===== src/design/lru_k_frame_replacer_macros.svh =====
// Assertion helpers shared by the replacer modules.
`ifndef LRU_K_FRAME_REPLACER_MACROS_SVH
`define LRU_K_FRAME_REPLACER_MACROS_SVH

// Same-cycle implication, disabled during reset.
`define LKR_ASSERT_IMP(label, ante, cons) \
    label: assert property (@(posedge clk) disable iff (!rst_n) (ante) |-> (cons)) \
        else $error("lru_k replacer check failed");

// Next-cycle implication, disabled during reset.
`define LKR_ASSERT_NEXT(label, ante, cons) \
    label: assert property (@(posedge clk) disable iff (!rst_n) (ante) |=> (cons)) \
        else $error("lru_k replacer check failed");

`endif


===== src/design/lkr_pkg.sv =====
package lkr_pkg;

    localparam int FRAMES   = 64;
    localparam int K_MAX    = 8;
    localparam int TS_WIDTH = 32;

    localparam int FRAME_W  = $clog2(FRAMES);
    localparam int RING_W   = (K_MAX > 1) ? $clog2(K_MAX) : 1;
    localparam int ACC_W    = $clog2(K_MAX + 1);
    localparam int TOTAL_W  = $clog2(FRAMES + 1);
    localparam int META_W   = ACC_W + RING_W;
    localparam int HIST_AW  = FRAME_W + RING_W;
    localparam int HIST_DEPTH = FRAMES * (2 ** RING_W);

    localparam int CMD_W     = 3;
    localparam int STATUS_W  = 2;
    localparam int K_CFG_W   = 4;
    localparam int FC_CFG_W  = 7;
    localparam int CFG_W     = 7;
    localparam int CFG_IDX_W = 1;

    localparam logic [CMD_W-1:0] CMD_RECORD = 3'd0;
    localparam logic [CMD_W-1:0] CMD_SET    = 3'd1;
    localparam logic [CMD_W-1:0] CMD_CLEAR  = 3'd2;
    localparam logic [CMD_W-1:0] CMD_REMOVE = 3'd3;
    localparam logic [CMD_W-1:0] CMD_EVICT  = 3'd4;

    localparam logic [STATUS_W-1:0] ST_OK     = 2'd0;
    localparam logic [STATUS_W-1:0] ST_RANGE  = 2'd1;
    localparam logic [STATUS_W-1:0] ST_REJECT = 2'd2;

    localparam logic [CFG_IDX_W-1:0] CFG_K_DEPTH     = 1'd0;
    localparam logic [CFG_IDX_W-1:0] CFG_FRAME_COUNT = 1'd1;

    typedef struct packed {
        logic [ACC_W-1:0]  count;
        logic [RING_W-1:0] head;
    } meta_t;

    // controller -> datapath
    typedef struct packed {
        logic               accept;
        logic               meta_scan;
        logic               scan_issue;
        logic               scan_clear;
        logic               rec_write;
        logic               finish;
        logic [FRAME_W-1:0] scan_frame;
    } dp_cmd_t;

    // datapath -> controller
    typedef struct packed {
        logic rec_go;
        logic evict_go;
    } dp_stat_t;

endpackage


===== src/design/lkr_ctrl.sv =====
`include "lru_k_frame_replacer_macros.svh"

module lkr_ctrl (
    input  logic              clk,
    input  logic              rst_n,
    input  logic              in_valid,
    output logic              in_ready,
    output logic              out_valid,
    input  logic              out_ready,
    input  lkr_pkg::dp_stat_t stat,
    output lkr_pkg::dp_cmd_t  cmd
);

    import lkr_pkg::*;

    localparam logic [2:0] S_IDLE   = 3'd0;
    localparam logic [2:0] S_REC    = 3'd1;
    localparam logic [2:0] S_SCAN   = 3'd2;
    localparam logic [2:0] S_DRAIN1 = 3'd3;
    localparam logic [2:0] S_DRAIN2 = 3'd4;
    localparam logic [2:0] S_DONE   = 3'd5;

    localparam logic [FRAME_W-1:0] LAST_FRAME = FRAME_W'(FRAMES - 1);

    logic [2:0]         state_reg, state_next;
    logic [FRAME_W-1:0] scan_idx_reg, scan_idx_next;
    logic               out_valid_reg, out_valid_next;

    always_comb
    begin
        state_next     = state_reg;
        scan_idx_next  = scan_idx_reg;
        cmd            = '0;
        cmd.scan_frame = scan_idx_reg;
        in_ready       = 1'b0;
        case (state_reg)
            S_IDLE:
            begin
                in_ready = 1'b1;
                if (in_valid)
                begin
                    cmd.accept = 1'b1;
                    if (stat.rec_go)
                    begin
                        state_next = S_REC;
                    end
                    else if (stat.evict_go)
                    begin
                        cmd.scan_clear = 1'b1;
                        scan_idx_next  = '0;
                        state_next     = S_SCAN;
                    end
                    else
                    begin
                        state_next = S_DONE;
                    end
                end
            end
            S_REC:
            begin
                cmd.rec_write = 1'b1;
                state_next    = S_DONE;
            end
            S_SCAN:
            begin
                cmd.meta_scan  = 1'b1;
                cmd.scan_issue = 1'b1;
                if (scan_idx_reg == LAST_FRAME)
                begin
                    state_next = S_DRAIN1;
                end
                else
                begin
                    scan_idx_next = scan_idx_reg + 1'b1;
                end
            end
            S_DRAIN1:
            begin
                state_next = S_DRAIN2;
            end
            S_DRAIN2:
            begin
                state_next = S_DONE;
            end
            S_DONE:
            begin
                // hold the finished request until the result register frees up
                if (!out_valid_reg || out_ready)
                begin
                    cmd.finish = 1'b1;
                    state_next = S_IDLE;
                end
            end
            default:
            begin
                state_next = S_IDLE;
            end
        endcase
    end

    always_comb
    begin
        if (cmd.finish)
        begin
            out_valid_next = 1'b1;
        end
        else if (out_ready)
        begin
            out_valid_next = 1'b0;
        end
        else
        begin
            out_valid_next = out_valid_reg;
        end
    end

    assign out_valid = out_valid_reg;

    always_ff @(posedge clk or negedge rst_n)
    begin
        if (!rst_n)
        begin
            state_reg     <= S_IDLE;
            scan_idx_reg  <= '0;
            out_valid_reg <= 1'b0;
        end
        else
        begin
            state_reg     <= state_next;
            scan_idx_reg  <= scan_idx_next;
            out_valid_reg <= out_valid_next;
        end
    end

    `LKR_ASSERT_NEXT(a_evict_starts_scan, in_valid && in_ready && stat.evict_go, state_reg == S_SCAN && scan_idx_reg == '0)
    `LKR_ASSERT_NEXT(a_drain_ends_done, state_reg == S_DRAIN2, state_reg == S_DONE)

endmodule


===== config.mk =====
export PLATFORM = sky130hd
export DESIGN_NAME = lkr_ctrl
export DESIGN_NICKNAME = d
export VERILOG_FILES = /design/src/design/lkr_pkg.sv /design/src/design/lkr_ctrl.sv
export VERILOG_INCLUDE_DIRS = /design/src /design/src/design
export SDC_FILE = /design/constraint.sdc
export NUM_CORES = 1
export LEC_CHECK = 0
export BUFFER_PORTS_ARGS = -buffer_cell sky130_fd_sc_hd__buf_2
export CAP_MARGIN = 5
export CELL_PAD_IN_SITES_DETAIL_PLACEMENT = 1
export CELL_PAD_IN_SITES_GLOBAL_PLACEMENT = 1
export CORE_ASPECT_RATIO = 1.25
export CORE_MARGIN = 4
export CORE_UTILIZATION = 31
export DETAILED_ROUTE_END_ITERATION = 7
export HOLD_SLACK_MARGIN = 0.06
export PLACE_DENSITY = 0.74
export SLEW_MARGIN = 10
export SYNTH_ARGS = -nofsm -noshare
export SYNTH_HDL_FRONTEND = slang
export SYNTH_SLANG_ARGS = --single-unit
export TNS_END_PERCENT = 50

===== constraint.sdc =====
create_clock -name clk -period 1.5 [get_ports clk]
set_input_delay 0.3 -clock clk [delete_from_list [all_inputs] [get_ports clk]]
set_output_delay 0.3 -clock clk [all_outputs]
set_load 0.05 [all_outputs]

==> results.cfg <==
[floorplanning]
dieArea_um2 = 2600
io_pins = 20
coreArea_um2 = 1765
die_w_um = 46.42
start_util_pct = 32.39
rows = 17
die_y_um = 56.02

[worst_hold_path]
min_path_cells = 3
hp-class = input pin to register

[clock_tree]
root_buffer = clkbuf_4
numCtsBuffers = 3
clockBufferDepth = 2
worstSkewPairLatency_ns = 0.26
tritoncts = done
cts-htree-levels = 1
path_clk_slew_ns = 0.07
clock_sinks = 10

[timing]
setup_violations = 12
slew_viol_final = 0
fin_crit_ns = 1.668
relSlewSlack_pct = 80.28
final_hold_viol_count = 0
rsz0062_at_grt = true
tightestPinTransition_ns = 0.2958
final.period_utilization_pct = 111.2
fin_skew_ns = 0.001504
fin_ws_ns = -0.1680
fmax_mhz = 599.5

[outcome]
failed_checks = setup timing
status = finished, violations left

[worst_setup_path]
crit_arrival_ns = 1.37
crit_fanout = 4
critPathRequiredTime_ns = 1.20
ff2ff_path_depth = 5
crit_path_end_kind = output pin
startpoint_type = register
path_class = register to output pin

[power]
leakagePower_nw = 0.4812
p_per_area_nw_per_um2 = 1841
ir_drop_v = 0.0006545

[routing]
ant_nets = 0
drc_errors = 0
dr.pass1.iters = 4
dr_total_vias = 579
drt_iter0_drc = 6
routed_via_density = 5.124
drt-total-wl_mm = 1.950
wl_per_cell_um = 17.26

[yosys]
synth_area_leader_cell = dfrtp_1
synth.most_common_cell = dfrtp_1
synth_area_per_cell_um2 = 10.59
ys_async_sr_fraction_pct = 100.0
synth_edf_count = 0
synth_top_area_share_pct = 43.76
syn_nets = 61
netlist_top_cells_count = 10 x dfrtp_1, 4 x inv_1, 3 x a22o_1, 3 x xnor2_1
syn_inst = 54
yosysUniqueCellTypes = 31
ys_ff_latch = 10
synth-seq-area-share_pct = 43.76
ys.flop_type = dfrtp_1
yosys-top-cells-area = dfrtp_1 44%, a22o_1 4.6%, xnor2_1 4.6%
syn-cell-area_um2 = 571.8
ys_warn_count = 0

[cells_and_area]
final_cells = 113
largest_reg_flops = 6
nNetsFinal = 102
layout-drive-gt1-share_pct = 58.51
diodes = 0
syn_to_final_growth_pct = 69.15
post-route-util_pct = 54.78
fillers = 199

[place]
port-buffer-count = 19
placedCellCount = 104
dpl.hpwl_mm = 1.309
gp_congestion = 0.7632

[global_routing]
grtUsageMet1_pct = 18.27
grtUsageMet2_pct = 28.15
gr-usage-all-layers_pct = 16.19
grt_max_degree = 11
grt_pass1_vias = 653
grtUsageMet3_pct = 4.207
gr-max-usage-layer = met2
grt.overflow.total = 0
grt_pass1_wl_mm = 3.091
antenna_found_initial = 0

[job]
maxCapViolCount = 0
cell families (layout without fill, tap and decap cells):
logic type	count (synthesis)	after routing	synth area share, %
XOR/XNOR	4	4	6.128
AO/OA/AOI/OAI	13	13	18.82
multiplexers	1	1	2.625
adder cells (fa/ha/maj)	1	1	2.188
buffers and inverters	6	46	5.250
AND/OR/NAND/NOR	19	19	21.23
flip-flops	10	10	43.76
worst max-delay path, cell delays in order, from the launching register on:
cell,delay [ns]
dfrtp_2,0.44
or3b_4,0.43
inv_4,0.09
buf_8,0.14
final timing paths:
check	startpoint	end	slack, ns
worst max-delay path	state_reg[0]	cmd[10]	-0.17
worst min-delay path	out_ready	out_valid	0.36
max in group asynchronous	rst_n	state_reg[1]	0.86
worst min register to register	out_valid	out_valid	0.55
worst max register to register	state_reg[0]	scan_idx_reg[0]	-0.14
min in group asynchronous	rst_n	scan_idx_reg[3]	0.43
layout by cell type, fill, tap and decap left out, drive strengths merged:
cell / count
nand3b: 1
xnor2: 3
o21ai: 2
dfrtp: 10
clkbuf: 4
ha: 1
a221oi: 1
nor2b: 2
and2: 1
a22o: 3
nand3: 2
o22ai: 1
or3b: 1
nor3: 2
nand2: 2
nor2: 2
buf: 37
nor3b: 1
xor2: 1
inv: 4
dlygate4sd3: 1
a21oi: 1
mux2: 1
and3: 2
nand2b: 1
a31oi: 3
o21ba: 1
nand4b: 1
and4: 1
o31ai: 1
through the flow:
stage	hold slack [ns]	cell area (um2)	setup TNS [ns]	worst slack, ns	power (mW)
global placement	0.1737	805.8	0	0.01904	1.350
floorplan	0.004409	596.8	-2.760	-0.3671	1.096
global route	0.3592	967.2	-2.166	-0.2088	1.871
CTS	0.3317	942.2	-1.381	-0.1694	1.740
detailed placement	0.1803	805.8	-0.03360	-0.01799	1.384
finish	0.3615	967.2	-1.546	-0.1680	1.781
layer usage:
metal,share of wire [%],up-vias
li1,-,277
met1,38,282
met2,57,16
met3,3.6,4
met4,1.5,0
met5,0,-
final cells by class:
type	count	area (um2)	share of cell area, %
tap	19	23.77	2.458
multi-input combinational	38	322.8	33.38
inverter	4	17.52	1.811
sequential	10	252.7	26.13
clock buffer	4	36.28	3.752
timing repair buffer	38	314.1	32.47
repair_timing:
| item | CTS | global route |
|---|---|---|
| pin swaps | 4 | 1 |
| endpoints found under the setup margin | 11 | 14 |
| hold buffers | 1 | 0 |
| hold endpoints to repair | 10 | 0 |
| buffers inserted | 2 | 2 |
| resized for setup | 24 | 2 |
report_power, final:
group / leakage [nW] / switching, mW / internal, mW
combinational: 0.336 / 0.643 / 0.435
clock: 0.0210 / 0.0969 / 0.147
sequential: 0.124 / 0.102 / 0.357
Power figures use the tool's default switching activity.
